<file path="config.mk">
export PLATFORM = sky130hd
export DESIGN_NAME = button_debounce_long_press_repeat_flat
export DESIGN_NICKNAME = d
export VERILOG_FILES = /design/src/rtl/core/bdlp_pkg.sv /design/src/rtl/core/bdlp_if.sv /design/src/rtl/core/bdlp_lane.sv /design/src/rtl/core/bdlp_wait_ctrl.sv /design/src/rtl/core/button_debounce_long_press_repeat.sv /design/src/flat_wrapper.sv
export SDC_FILE = /design/constraint.sdc
export NUM_CORES = 1
export LEC_CHECK = 0
export ABC_AREA = 0
export BUFFER_PORTS_ARGS = -buffer_cell sky130_fd_sc_hd__buf_2
export CAP_MARGIN = 15
export CORE_AREA = 2 2 82 143
export CTS_CLUSTER_DIAMETER = 40
export DETAILED_ROUTE_END_ITERATION = 7
export DIE_AREA = 0 0 84 145
export PLACE_DENSITY = 0.71
export SETUP_SLACK_MARGIN = 0.5
export SLEW_MARGIN = 20
export SYNTH_ARGS = -nofsm -noshare
export SYNTH_HDL_FRONTEND = slang
export SYNTH_SLANG_ARGS = --single-unit
</file>
<file path="constraint.sdc">
create_clock -name clk -period 3.05 [get_ports clk]
set_input_delay 0.305 -clock clk [delete_from_list [all_inputs] [get_ports clk]]
set_output_delay 0.305 -clock clk [all_outputs]
set_load 0.03 [all_outputs]
</file>
<file path="src/rtl/core/bdlp_pkg.sv">
// Shared types, constants and helpers for the button debouncer.
`timescale 1ns / 1ps

package bdlp_pkg;

  localparam int NUM_BUTTONS_DEF = 4;
  localparam int OUT_LANES       = 4;
  localparam int MASK_W          = 4;
  localparam int CNT_W           = 6;
  localparam int QUIET_W         = 4;
  localparam int EV_W            = 3;
  localparam int CFG_INDEX_W     = 2;
  localparam int CFG_DATA_W      = 6;

  localparam logic [CNT_W-1:0]   DEBOUNCE_RST = 6'd3;
  localparam logic [CNT_W-1:0]   LONG_RST     = 6'd32;
  localparam logic [CNT_W-1:0]   REPEAT_RST   = 6'd47;
  localparam logic [QUIET_W-1:0] QUIET_RST    = 4'd3;

  localparam logic KIND_SAMPLE = 1'b0;
  localparam logic KIND_WAIT   = 1'b1;

  typedef enum logic [1:0] {
    PH_UP    = 2'd0,
    PH_MAYBE = 2'd1,
    PH_DOWN  = 2'd2,
    PH_LONG  = 2'd3
  } phase_t;

  typedef enum logic [EV_W-1:0] {
    EV_NONE    = 3'd0,
    EV_PRESS   = 3'd1,
    EV_LONG    = 3'd2,
    EV_REPEAT  = 3'd3,
    EV_RELEASE = 3'd4
  } event_t;

  typedef enum logic [CFG_INDEX_W-1:0] {
    REG_DEBOUNCE = 2'd0,
    REG_LONG     = 2'd1,
    REG_REPEAT   = 2'd2,
    REG_QUIET    = 2'd3
  } cfg_reg_t;

  typedef struct packed {
    logic [CNT_W-1:0]   debounce;
    logic [CNT_W-1:0]   long_cnt;
    logic [CNT_W-1:0]   repeat_cnt;
    logic [QUIET_W-1:0] quiet;
  } cfg_t;

  typedef struct packed {
    logic              kind;
    logic [MASK_W-1:0] mask;
  } item_t;

  // Per-lane command for one processed beat
  typedef struct packed {
    logic force_rel;
    logic sample;
    logic pressed;
  } lane_cmd_t;

  function automatic logic [CNT_W-1:0] sat_inc(input logic [CNT_W-1:0] c);
    logic [CNT_W-1:0] r;
    r = (c == {CNT_W{1'b1}}) ? c : c + {{(CNT_W-1){1'b0}}, 1'b1};
    return r;
  endfunction

endpackage

</file>
<file path="src/rtl/core/bdlp_if.sv">
// Valid/ready channel interfaces for samples in and events out.
`timescale 1ns / 1ps

interface bdlp_in_if;
  logic                         valid;
  logic                         ready;
  logic                         kind;
  logic [bdlp_pkg::MASK_W-1:0]  pressed_mask;

  modport source (output valid, output kind, output pressed_mask, input ready);
  modport sink   (input valid, input kind, input pressed_mask, output ready);
endinterface

interface bdlp_out_if;
  logic                       valid;
  logic                       ready;
  logic [bdlp_pkg::EV_W-1:0]  event_first;
  logic [bdlp_pkg::EV_W-1:0]  event_second;
  logic [bdlp_pkg::EV_W-1:0]  event_third;
  logic [bdlp_pkg::EV_W-1:0]  event_fourth;
  logic                       waiting;

  modport source (output valid, output event_first, output event_second,
                  output event_third, output event_fourth, output waiting,
                  input ready);
  modport sink   (input valid, input event_first, input event_second,
                  input event_third, input event_fourth, input waiting,
                  output ready);
endinterface

</file>
<file path="src/rtl/core/bdlp_lane.sv">
// One button: debounce, long press and repeat state machine with its counter.
`timescale 1ns / 1ps

module bdlp_lane (
  input  logic                clk,
  input  logic                rst,
  input  bdlp_pkg::cfg_t      cfg,
  input  bdlp_pkg::lane_cmd_t cmd,
  output bdlp_pkg::event_t    ev
);

  bdlp_pkg::phase_t                phase;
  bdlp_pkg::phase_t                phase_next;
  logic [bdlp_pkg::CNT_W-1:0]      count;
  logic [bdlp_pkg::CNT_W-1:0]      count_next;
  logic [bdlp_pkg::CNT_W-1:0]      inc;

  assign inc = bdlp_pkg::sat_inc(count);

  always_ff @(posedge clk) begin
    if (rst) begin
      phase <= bdlp_pkg::PH_UP;
      count <= '0;
    end else begin
      phase <= phase_next;
      count <= count_next;
    end
  end

  always_comb begin
    phase_next = phase;
    count_next = count;
    ev         = bdlp_pkg::EV_NONE;
    if (cmd.force_rel || (cmd.sample && !cmd.pressed)) begin
      if (phase == bdlp_pkg::PH_DOWN || phase == bdlp_pkg::PH_LONG) begin
        ev = bdlp_pkg::EV_RELEASE;
      end
      phase_next = bdlp_pkg::PH_UP;
      count_next = '0;
    end else if (cmd.sample) begin
      unique case (phase)
        bdlp_pkg::PH_UP: begin
          count_next = {{(bdlp_pkg::CNT_W-1){1'b0}}, 1'b1};
          if ({{(bdlp_pkg::CNT_W-1){1'b0}}, 1'b1} >= cfg.debounce) begin
            phase_next = bdlp_pkg::PH_DOWN;
            ev         = bdlp_pkg::EV_PRESS;
          end else begin
            phase_next = bdlp_pkg::PH_MAYBE;
          end
        end
        bdlp_pkg::PH_MAYBE: begin
          count_next = inc;
          if (inc >= cfg.debounce) begin
            phase_next = bdlp_pkg::PH_DOWN;
            ev         = bdlp_pkg::EV_PRESS;
          end
        end
        bdlp_pkg::PH_DOWN: begin
          count_next = inc;
          if (inc >= cfg.long_cnt) begin
            phase_next = bdlp_pkg::PH_LONG;
            ev         = bdlp_pkg::EV_LONG;
          end
        end
        bdlp_pkg::PH_LONG: begin
          // repeat reloads to the long threshold
          if (inc >= cfg.repeat_cnt) begin
            count_next = cfg.long_cnt;
            ev         = bdlp_pkg::EV_REPEAT;
          end else begin
            count_next = inc;
          end
        end
      endcase
    end
  end

  a_up_count_zero: assert property (@(posedge clk) disable iff (rst)
    phase == bdlp_pkg::PH_UP |-> count == '0)
    else $error("button up with nonzero count");

  a_force_release: assert property (@(posedge clk) disable iff (rst)
    cmd.force_rel |=> phase == bdlp_pkg::PH_UP)
    else $error("wait request did not release button");

  a_idle_hold: assert property (@(posedge clk) disable iff (rst)
    !cmd.force_rel && !cmd.sample |=> $stable(phase) && $stable(count))
    else $error("button state moved without a sample");

endmodule

</file>
<file path="src/rtl/core/bdlp_wait_ctrl.sv">
// Wait mode tracking: entered on a wait request, left after enough quiet samples.
`timescale 1ns / 1ps

module bdlp_wait_ctrl (
  input  logic                          clk,
  input  logic                          rst,
  input  logic                          step,
  input  bdlp_pkg::item_t               item,
  input  logic [bdlp_pkg::QUIET_W-1:0]  quiet,
  output logic                          wait_mode,
  output logic                          wait_next
);

  logic [bdlp_pkg::QUIET_W-1:0] quiet_left;
  logic [bdlp_pkg::QUIET_W-1:0] quiet_left_next;

  always_ff @(posedge clk) begin
    if (rst) begin
      wait_mode  <= 1'b0;
      quiet_left <= '0;
    end else begin
      wait_mode  <= wait_next;
      quiet_left <= quiet_left_next;
    end
  end

  always_comb begin
    wait_next       = wait_mode;
    quiet_left_next = quiet_left;
    if (step) begin
      if (item.kind == bdlp_pkg::KIND_WAIT) begin
        wait_next       = 1'b1;
        quiet_left_next = quiet;
      end else if (wait_mode) begin
        if (item.mask == '0) begin
          // zero or one left ends wait at once
          if (quiet_left <= {{(bdlp_pkg::QUIET_W-1){1'b0}}, 1'b1}) begin
            quiet_left_next = '0;
            wait_next       = 1'b0;
          end else begin
            quiet_left_next = quiet_left - {{(bdlp_pkg::QUIET_W-1){1'b0}}, 1'b1};
          end
        end else begin
          quiet_left_next = quiet;
        end
      end
    end
  end

endmodule

</file>
<file path="src/rtl/core/button_debounce_long_press_repeat.sv">
// Top level: debouncer with long press and auto-repeat for up to four buttons.
//
// sample_in carries one beat per periodic sample: kind 0 is a button sample
// with pressed_mask (bit i = button i pressed), kind 1 is a wait request that
// releases every held button and mutes samples until quiet_count all-zero
// samples have arrived. event_out returns exactly one beat per input beat:
// an event code per button (none, press, long, repeat, release) and the wait
// flag after that step.
// A beat passes an input register, then the lane and wait logic that write the
// output register. One beat is taken per cycle while event_out does not stall;
// the output register and the input register let a new beat in while a result
// waits. When event_out stalls, the input register fills and then sample_in.ready
// drops until the output register is taken. Reset puts all buttons up with zero
// counts, leaves wait mode, loads default thresholds (debounce 3, long 32,
// repeat 47, quiet 3). The user must write cfg_we / cfg_index / cfg_data only
// while no beat is in flight; the block does not enforce this.
`timescale 1ns / 1ps

module button_debounce_long_press_repeat #(
  parameter int NUM_BUTTONS = bdlp_pkg::NUM_BUTTONS_DEF
) (
  input  logic                              clk,
  input  logic                              rst,
  input  logic                              cfg_we,
  input  logic [bdlp_pkg::CFG_INDEX_W-1:0]  cfg_index,
  input  logic [bdlp_pkg::CFG_DATA_W-1:0]   cfg_data,
  bdlp_in_if.sink                           sample_in,
  bdlp_out_if.source                        event_out
);

  localparam int LANES = (NUM_BUTTONS < bdlp_pkg::OUT_LANES) ?
                         NUM_BUTTONS : bdlp_pkg::OUT_LANES;

  bdlp_pkg::cfg_t       cfg;
  bdlp_pkg::item_t      s1_item;
  logic                 s1_valid;
  logic                 s1_fire;
  logic                 in_fire;
  logic                 out_valid;
  logic                 out_free;
  logic                 wait_mode;
  logic                 wait_next;
  logic                 force_rel;
  logic                 sample_en;
  bdlp_pkg::event_t     ev [bdlp_pkg::OUT_LANES];
  bdlp_pkg::event_t     ev_q [bdlp_pkg::OUT_LANES];
  logic                 waiting_q;

  // configuration registers
  always_ff @(posedge clk) begin
    if (rst) begin
      cfg.debounce   <= bdlp_pkg::DEBOUNCE_RST;
      cfg.long_cnt   <= bdlp_pkg::LONG_RST;
      cfg.repeat_cnt <= bdlp_pkg::REPEAT_RST;
      cfg.quiet      <= bdlp_pkg::QUIET_RST;
    end else if (cfg_we) begin
      unique case (bdlp_pkg::cfg_reg_t'(cfg_index))
        bdlp_pkg::REG_DEBOUNCE: cfg.debounce   <= cfg_data;
        bdlp_pkg::REG_LONG:     cfg.long_cnt   <= cfg_data;
        bdlp_pkg::REG_REPEAT:   cfg.repeat_cnt <= cfg_data;
        bdlp_pkg::REG_QUIET:    cfg.quiet      <= cfg_data[bdlp_pkg::QUIET_W-1:0];
      endcase
    end
  end

  assign out_free        = !out_valid || event_out.ready;
  assign s1_fire         = s1_valid && out_free;
  assign sample_in.ready = !s1_valid || out_free;
  assign in_fire         = sample_in.valid && sample_in.ready;

  // input register
  always_ff @(posedge clk) begin
    if (rst) begin
      s1_valid <= 1'b0;
    end else if (in_fire) begin
      s1_valid <= 1'b1;
    end else if (s1_fire) begin
      s1_valid <= 1'b0;
    end
  end

  always_ff @(posedge clk) begin
    if (in_fire) begin
      s1_item.kind <= sample_in.kind;
      s1_item.mask <= sample_in.pressed_mask;
    end
  end

  bdlp_wait_ctrl u_wait (
    .clk       (clk),
    .rst       (rst),
    .step      (s1_fire),
    .item      (s1_item),
    .quiet     (cfg.quiet),
    .wait_mode (wait_mode),
    .wait_next (wait_next)
  );

  assign force_rel = s1_fire && (s1_item.kind == bdlp_pkg::KIND_WAIT) && !wait_mode;
  assign sample_en = s1_fire && (s1_item.kind == bdlp_pkg::KIND_SAMPLE) && !wait_mode;

  for (genvar b = 0; b < bdlp_pkg::OUT_LANES; b++) begin : g_lane
    if (b < LANES) begin : g_on
      bdlp_pkg::lane_cmd_t cmd;
      assign cmd.force_rel = force_rel;
      assign cmd.sample    = sample_en;
      assign cmd.pressed   = s1_item.mask[b];
      bdlp_lane u_lane (
        .clk (clk),
        .rst (rst),
        .cfg (cfg),
        .cmd (cmd),
        .ev  (ev[b])
      );
    end else begin : g_off
      assign ev[b] = bdlp_pkg::EV_NONE;
    end
  end

  // output register
  always_ff @(posedge clk) begin
    if (rst) begin
      out_valid <= 1'b0;
    end else if (s1_fire) begin
      out_valid <= 1'b1;
    end else if (event_out.ready) begin
      out_valid <= 1'b0;
    end
  end

  always_ff @(posedge clk) begin
    if (s1_fire) begin
      ev_q      <= ev;
      waiting_q <= wait_next;
    end
  end

  assign event_out.valid        = out_valid;
  assign event_out.event_first  = ev_q[0];
  assign event_out.event_second = ev_q[1];
  assign event_out.event_third  = ev_q[2];
  assign event_out.event_fourth = ev_q[3];
  assign event_out.waiting      = waiting_q;

endmodule
</file>
<file path="src/flat_wrapper.sv">
// flat-port wrapper written by rule: the top's interface ports become plain ports
module button_debounce_long_press_repeat_flat 
#(
  parameter int NUM_BUTTONS = bdlp_pkg::NUM_BUTTONS_DEF
)
  (clk, rst, cfg_we, cfg_index, cfg_data, sample_in_valid, sample_in_kind, sample_in_pressed_mask, sample_in_ready, event_out_valid, event_out_event_first, event_out_event_second, event_out_event_third, event_out_event_fourth, event_out_waiting, event_out_ready);
  bdlp_in_if sample_in_i ();
  bdlp_out_if event_out_i ();
  input  logic clk;
  input  logic rst;
  input  logic cfg_we;
  input  logic [bdlp_pkg::CFG_INDEX_W-1:0] cfg_index;
  input  logic [bdlp_pkg::CFG_DATA_W-1:0] cfg_data;
  input wire logic [$bits(sample_in_i.valid)-1:0] sample_in_valid;
  input wire logic [$bits(sample_in_i.kind)-1:0] sample_in_kind;
  input wire logic [$bits(sample_in_i.pressed_mask)-1:0] sample_in_pressed_mask;
  output wire logic [$bits(sample_in_i.ready)-1:0] sample_in_ready;
  output wire logic [$bits(event_out_i.valid)-1:0] event_out_valid;
  output wire logic [$bits(event_out_i.event_first)-1:0] event_out_event_first;
  output wire logic [$bits(event_out_i.event_second)-1:0] event_out_event_second;
  output wire logic [$bits(event_out_i.event_third)-1:0] event_out_event_third;
  output wire logic [$bits(event_out_i.event_fourth)-1:0] event_out_event_fourth;
  output wire logic [$bits(event_out_i.waiting)-1:0] event_out_waiting;
  input wire logic [$bits(event_out_i.ready)-1:0] event_out_ready;
  assign sample_in_i.valid = sample_in_valid;
  assign sample_in_i.kind = sample_in_kind;
  assign sample_in_i.pressed_mask = sample_in_pressed_mask;
  assign sample_in_ready = sample_in_i.ready;
  assign event_out_valid = event_out_i.valid;
  assign event_out_event_first = event_out_i.event_first;
  assign event_out_event_second = event_out_i.event_second;
  assign event_out_event_third = event_out_i.event_third;
  assign event_out_event_fourth = event_out_i.event_fourth;
  assign event_out_waiting = event_out_i.waiting;
  assign event_out_i.ready = event_out_ready;
  button_debounce_long_press_repeat #(.NUM_BUTTONS(NUM_BUTTONS)) u_core (.clk(clk), .rst(rst), .cfg_we(cfg_we), .cfg_index(cfg_index), .cfg_data(cfg_data), .sample_in(sample_in_i), .event_out(event_out_i));
endmodule
</file>
Word-level counts from Yosys, hierarchy flattened
Cells that the tools add are included.
{ "totals": {"output_inout_bits": 15, "reg_bits": 79, "elab_cells": 194} }
{ "op_classes": {"n_eq_ne": 27, "magnitude_cmp": 14, "n_bitwise": 1, "addsub": 5, "mux": 67, "n_reduce_logical": 57} }
{ "op_table": {"columns": ["operator", "n"], "rows": [
  ["6-bit greater-or-equal comparator", 12],
  ["6-bit one-hot mux with 3 select lines", 4],
  ["6-bit 2-to-1 mux", 8],
  ["3-bit one-hot mux with 4 select lines", 4],
  ["3-bit 2-to-1 mux", 12],
  ["2-bit 2-to-1 mux", 17],
  ["6-bit by 1-bit adder with 6-bit output, second input constant", 4],
  ["6-bit == test, second input constant", 4],
  ["2-bit one-hot mux with 3 select lines", 4],
  ["2-bit == test, second input constant", 10],
  ["4-bit 2-to-1 mux", 4],
  ["4-bit AND reduction", 4],
  ["2-bit OR reduction", 8],
  ["1-bit 2-to-1 mux", 14],
  ["3-bit nonzero test", 4],
  ["2-bit by 1-bit == test with 1-bit output, second input constant", 5],
  ["1-bit logical AND", 10],
  ["2-bit logical NOT", 5],
  ["1-bit logical OR", 10],
  ["2-bit AND reduction", 5],
  ["2-bit by 1-bit != test with 1-bit output, second input constant", 4],
  ["2-bit != test, second input constant", 4],
  ["1-bit logical NOT", 7],
  ["1-bit by 6-bit greater-or-equal comparator with 1-bit output, first input constant", 1],
  ["5 further kinds", 7]
]} }

Depth between registers and ports, before layout
{ "depth": {"ltp_word": 8, "mapped_depth": 12, "mapped_depth_nobuf": 12} }

Cells and area by module
Synthesis repeated with hierarchy kept, for this count alone.
{ "unflattened": {"hier_cells": 806, "hier_area_um2": 7003.0} }
{ "by_module_without_submodules": {"columns": ["mod", "seq_area_each_um2", "area_each_um2", "n_inst", "cells_per_inst"], "rows": [
  ["bdlp_lane at u_core.g_lane[0].g_on.u_lane ...", 160.2, 1283.7, 3, 166],
  ["button_debounce_long_press_repeat", 1021.0, 1554.0, 1, 117],
  ["bdlp_lane at u_core.g_lane[3].g_on.u_lane", 160.2, 1237.4, 1, 147],
  ["bdlp_wait_ctrl", 100.1, 360.3, 1, 44]
]} }

Worst setup path after synthesis
No wires, ideal clock.
{ "synth_path": {"path_kind": "reg-to-reg", "start": "reg u_core.g_lane[0].g_on.u_lane.count[0] (netlist name)", "end": "reg u_core.ev_q (netlist bit u_core.event_out.event_first[0]), data pin", "required_ps": 2783, "path_slack_ps": 383, "synth_period_minus_slack_ps": 2667, "stages_incl_launch_ff": 13, "n_path_buf": 0, "arrival_time_ps": 2400, "path_cell_list": "dfxtp_1 ha_1 and2_1 nand4_1 xor2_1 inv_1 ha_1 nand2b_1 a2111oi_2 nor3b_1 o21a_1 o21ai_0 a221oi_1"} }
{ "synth_between": {"elab_chain_cells": 7} }
{ "synth_lines": {"columns": ["item", "line_no", "text"], "rows": [
  ["from (decl)", "bdlp_lane.sv:14", "logic [bdlp_pkg::CNT_W-1:0] count;"],
  ["from (signal assigned)", "bdlp_lane.sv:26", "count <= count_next;"],
  ["6-bit by 1-bit adder with 6-bit output / 6-bit == test (equally long branches)", "bdlp_pkg.sv:66", "r = (c == {CNT_W{1'b1}}) ? c : c + {{(CNT_W-1){1'b0}}, 1'b1};"],
  ["6-bit 2-to-1 mux (*)", "bdlp_pkg.sv:66", null],
  ["6-bit greater-or-equal comparator (on tied branches)", "bdlp_lane.sv:67, bdlp_lane.sv:53", null],
  ["2-bit 2-to-1 mux / 1-bit 2-to-1 mux (equally long branches)", "bdlp_lane.sv:67, bdlp_lane.sv:53", null],
  ["3-bit one-hot mux with 4 select lines (*)", "bdlp_lane.sv:41", "unique case (phase)"],
  ["3-bit 2-to-1 mux (*)", "bdlp_lane.sv:40", "end else if (cmd.sample) begin"],
  ["3-bit 2-to-1 mux (*)", "bdlp_lane.sv:34", "if (cmd.force_rel || (cmd.sample && !cmd.pressed)) begin"],
  ["to (signal assigned)", "button_debounce_long_press_repeat.sv:133", "ev_q <= ev;"],
  ["to (decl)", "button_debounce_long_press_repeat.sv:46", "bdlp_pkg::event_t ev_q [bdlp_pkg::OUT_LANES];"]
]} }
Mark *: on every way between the ends. The rest lies on a longest branch, timed or not. The select of a mux whose other input is x is not followed.
A chain may end at the register's enable or synchronous reset.

Final worst setup path
{ "layout_path": {"start": "reg u_core.g_lane[0].g_on.u_lane.count[1] (netlist name)", "end": "reg u_core.g_lane[0].g_on.u_lane.count[0] (netlist name)"} }
{ "layout_between": {"elab_chain_cells": 5} }
{ "layout_lines": {"columns": ["item", "line_no", "text"], "rows": [
  ["6-bit by 1-bit adder with 6-bit output / 6-bit == test (equally long branches)", "bdlp_pkg.sv:66", null],
  ["6-bit 2-to-1 mux (*)", "bdlp_pkg.sv:66", null],
  ["6-bit greater-or-equal comparator", "bdlp_lane.sv:67", "if (inc >= cfg.repeat_cnt) begin"],
  ["6-bit 2-to-1 mux", "bdlp_lane.sv:67", null],
  ["6-bit one-hot mux with 3 select lines (*)", "bdlp_lane.sv:41", null]
]} }
Mark *: on every way between the ends. The rest lies on a longest branch, timed or not.

==> summary.txt <==
Worst setup path
  • Critical path class: reg2reg
  • Number of buffers and inverters on the critical path: 2
  • CP peak stage delay: 0.36 ns
  • CP required: 3.28 ns
  • Worst EP arrival: 3.01 ns
  • Setup crit start kind: flop
  • Top Family by Delay on Critical Path: compound AO/OA/AOI/OAI gates
  • CP max FO: 4
  • Crit. End Element: flop
  • Crit-path slowest cell: dfxtp_4
  • Cell Chain, Critical Path: ha_4 -> and2_4 -> nand4_1 -> buf_4 -> mux2_4 -> ha_4 -> a21o_1 -> a31oi_4 -> a221oi_4 -> buf_4 -> a211o_1 -> a21oi_2 -> nor3_2

Synth
  • Synth warn: 0
  • Share of the synthesized area in the top cell type: 21.6%
  • Ys flop type: dfxtp_1
  • Cell area after synthesis: 5910 sq um
  • Cell variety after synth: 53
  • Post-synth EDFFs: 18
  • FFs w/ async S/R, synth: 0%
  • Cells after synthesis: 682
  • Register area share after synthesis: 29.8%
  • Area contributors post-synth: ha_1 22%, dfxtp_1 21%, edfxtp_1 9.2%
  • Avg Inst Size Synth: 8.66 sq um
  • Post-synth top area cell: ha_1
  • Synth Register Bits: 79
  • Mapped Nets: 802

Layout
  • Antenna Cells: 0
  • Nets: 888
  • Multi-input gate area: 4830 sq um
  • Syn-to-layout area delta: 33.0%
  • FILL cells: 802
  • Sequential Area: 1790 sq um
  • Non-Filler Instances: 905
  • Layout cell share with drive strength beyond 1: 31.8%
  • Final Cell Area: 7860 sq um

Power
  • VDD IR max: 390 uV
  • LEAKAGE: 0.00326 uW
  • PD cells: 344 nW/um^2
  • Total power: 2710 uW

Die
  • # rows: 51
  • Initial Util: 53.5%
  • DIE WIDTH: 84 microns
  • DIE AREA: 12200 sq um
  • Core Region: 11000 sq um
  • Ports: 33
  • Die Ht: 145 microns

Route
  • Antenna-violating nets left: 0
  • Routed WL: 19.8 mm
  • Number of vias per cell: 6.50
  • Routed wire per std cell: 21.8 microns
  • Drt drc: 0
  • First drt pass iteration count: 5
  • Iter 0 DRT Violations: 414
  • Vias: 5887

Timing
  • Setup TNS: 0 ns
  • Final worst-path cycle share: 91.4%
  • Fmax: 0.359 GHz
  • Min Tclk post-route: 2.79 ns
  • Worst Clk Skew: 0.00825 ns
  • Final hold violations: 0
  • Rel. slew slack: 47.6%
  • Final setup vio count: 0
  • RSZ-0062 raised after global routing: true
  • Least-Margin Pin Slew: 0.778 ns
  • Max Slew Vio Count: 0

Global routing
  • Initial antenna violation count: 0
  • Grt ovf: 0
  • First-pass GRT wire length: 29.6 mm
  • Largest net degree at the start of global routing: 34
  • Gr usage total: 31.3%
  • Vias in the first global route: 5762

CTS
  • Worst-path clk slew: 0.06 ns
  • CTS buffer count: 9
  • Clock sink count: 79
  • CTS max path bufs: 2
  • Root buf cell: clkbuf_16
  • Clock Latency Late Sink: 0.36 ns
  • CTS tree: yes
  • CTS Hold Bufs: 0
  • H-tree level count: 3

Worst hold path
  • Hold WC Path Type: in2reg

Placed design
  • Port Buffers: 32
  • Post-DP HPWL: 13.0 mm
  • GP Congestion: 0.920
  • Cell area after placement: 6310 sq um
  • Inst Count DP: 847

Outcome
  • Status: finished, final reports clean

Job
  • Max-cap violations: 0
Yosys cell counts, types with 5 or more instances:
| cell | instances |
|---|---|
| a211oi_1 | 19 |
| nor2b_1 | 11 |
| a31oi_1 | 11 |
| nor3b_1 | 5 |
| dfxtp_1 | 61 |
| a21o_1 | 10 |
| a21oi_1 | 57 |
| o21ai_0 | 37 |
| clkbuf_1 | 8 |
| nand2_1 | 39 |
| nor3_1 | 16 |
| a211o_1 | 7 |
| and2_1 | 5 |
| nor2_1 | 69 |
| nand4_1 | 5 |
| a311oi_1 | 5 |
| edfxtp_1 | 18 |
| ha_1 | 102 |
| nand3b_1 | 8 |
| nand2b_1 | 21 |
| nand3_1 | 30 |
| mux2i_1 | 13 |
| o21a_1 | 11 |
| inv_1 | 43 |
| a22oi_1 | 14 |
power breakdown:
group	switching [uW]	total [uW]	leakage (uW)	internal, uW
clock network	495	1110	0.000146	611
logic	279	465	0.00243	186
registers	33.7	1130	0.000678	1100
what timing repair did:
action                                  4_1_cts  5_1_grt
resized for setup                            98       82
endpoints found under the setup margin       40       40
pin swaps                                    62       78
setup buffers                                30       12
path summary, 6_finish.rpt:
check                                                           from                                                  to  slack (ns)  cells past startpoint
hold reg to reg                           u_core.cfg[5]$_SDFFE_PP1P_                          u_core.cfg[5]$_SDFFE_PP1P_        0.48                      1
setup reg to reg  u_core.g_lane[0].g_on.u_lane.count[1]$_SDFFE_PP0P_  u_core.g_lane[0].g_on.u_lane.count[0]$_SDFFE_PP0P_        0.26                     13
setup / recovery  u_core.g_lane[0].g_on.u_lane.count[1]$_SDFFE_PP0P_  u_core.g_lane[0].g_on.u_lane.count[0]$_SDFFE_PP0P_        0.26                     13
hold / removal                                        sample_in_kind                         u_core.s1_item[4]$_DFFE_PP_        0.12                      1
kinds of logic (layout without fill, tap and decap cells):
family                   after synthesis  count (layout)  share of synthesized area, %
buffers and inverters                 56             147                          3.77
adder cells (fa/ha/maj)              102             102                          21.6
XOR/XNOR                               8               8                          1.19
AO/OA/AOI/OAI                        194             194                          21.4
AND/OR/NAND/NOR                      226             226                          19.2
multiplexers                          17              17                          2.97
flip-flops                            79              79                          29.8
through the flow:
stage	util, %	hold WS (ns)	setup WS [ns]
floorplan	-	0.404	0.476
global placement	57.2	0.458	0.217
detailed placement	57.2	0.464	0.131
CTS	66.3	0.122	0.331
global route	71.2	0.123	0.205
finish	71.2	0.122	0.262
worst reg2reg max path: stages, from the launching register on:
cell	delay, ns
dfxtp_4	0.36
ha_4	0.14
and2_4	0.14
nand4_1	0.14
buf_4	0.19
mux2_4	0.35
ha_4	0.17
a21o_1	0.20
a31oi_4	0.21
a221oi_4	0.12
buf_4	0.15
a211o_1	0.32
a21oi_2	0.13
nor3_2	0.04
metal layers:
layer / vias up / part of all wire (%) / global-route usage (%)
li1: 2686 / - / -
met1: 2811 / 35 / 33.3
met2: 284 / 51 / 54.4
met3: 106 / 6.1 / 4.78
met4: 0 / 8.3 / 24.0
met5: - / 0 / 0
flip-flops by register name, indices dropped and copies added, names as in the netlist:
name / count
u_core.cfg: 22
u_core.event_out.waiting: 1
u_core.event_out.event_fourth: 3
u_core.event_out.event_third: 3
u_core.g_lane.g_on.u_lane.phase: 8
u_core.u_wait.wait_mode: 1
u_core.g_lane.g_on.cmd: 4
u_core.g_lane.g_on.u_lane.count: 24
u_core.event_out.valid: 1
u_core.event_out.event_second: 3
u_core.s1_valid: 1
u_core.u_wait.quiet_left: 4
u_core.event_out.event_first: 3
u_core.s1_item: 1
cell type report:
cell class / count / area share, %
multi-input cells: 547 / 61.5
well taps: 132 / 2.10
clock buffers: 10 / 3.19
clock inverters: 6 / 0.589
flip-flops and latches: 79 / 22.8
inverters: 43 / 2.05
repair buffers: 88 / 7.72
cell usage in the layout (no fill, tap or decap), types with 8 or more instances in the layout:
cell and instances:
a22oi_1 10, ha_4 19, o21ai_0 21, edfxtp_1 18
buf_2 32, buf_4 49, nand3_1 28, a21oi_1 44
o21ai_2 13, nor2b_1 9, a211oi_1 8, nand2b_1 15
a21oi_2 10, nor3_1 12, clkbuf_16 10, a211oi_2 9
dfxtp_1 48, a21o_1 10, nand2_1 36, ha_1 83
nand3b_1 8, nor2_1 68, inv_1 42, mux2i_1 13
No activity file was read; power rests on OpenSTA's default activity.
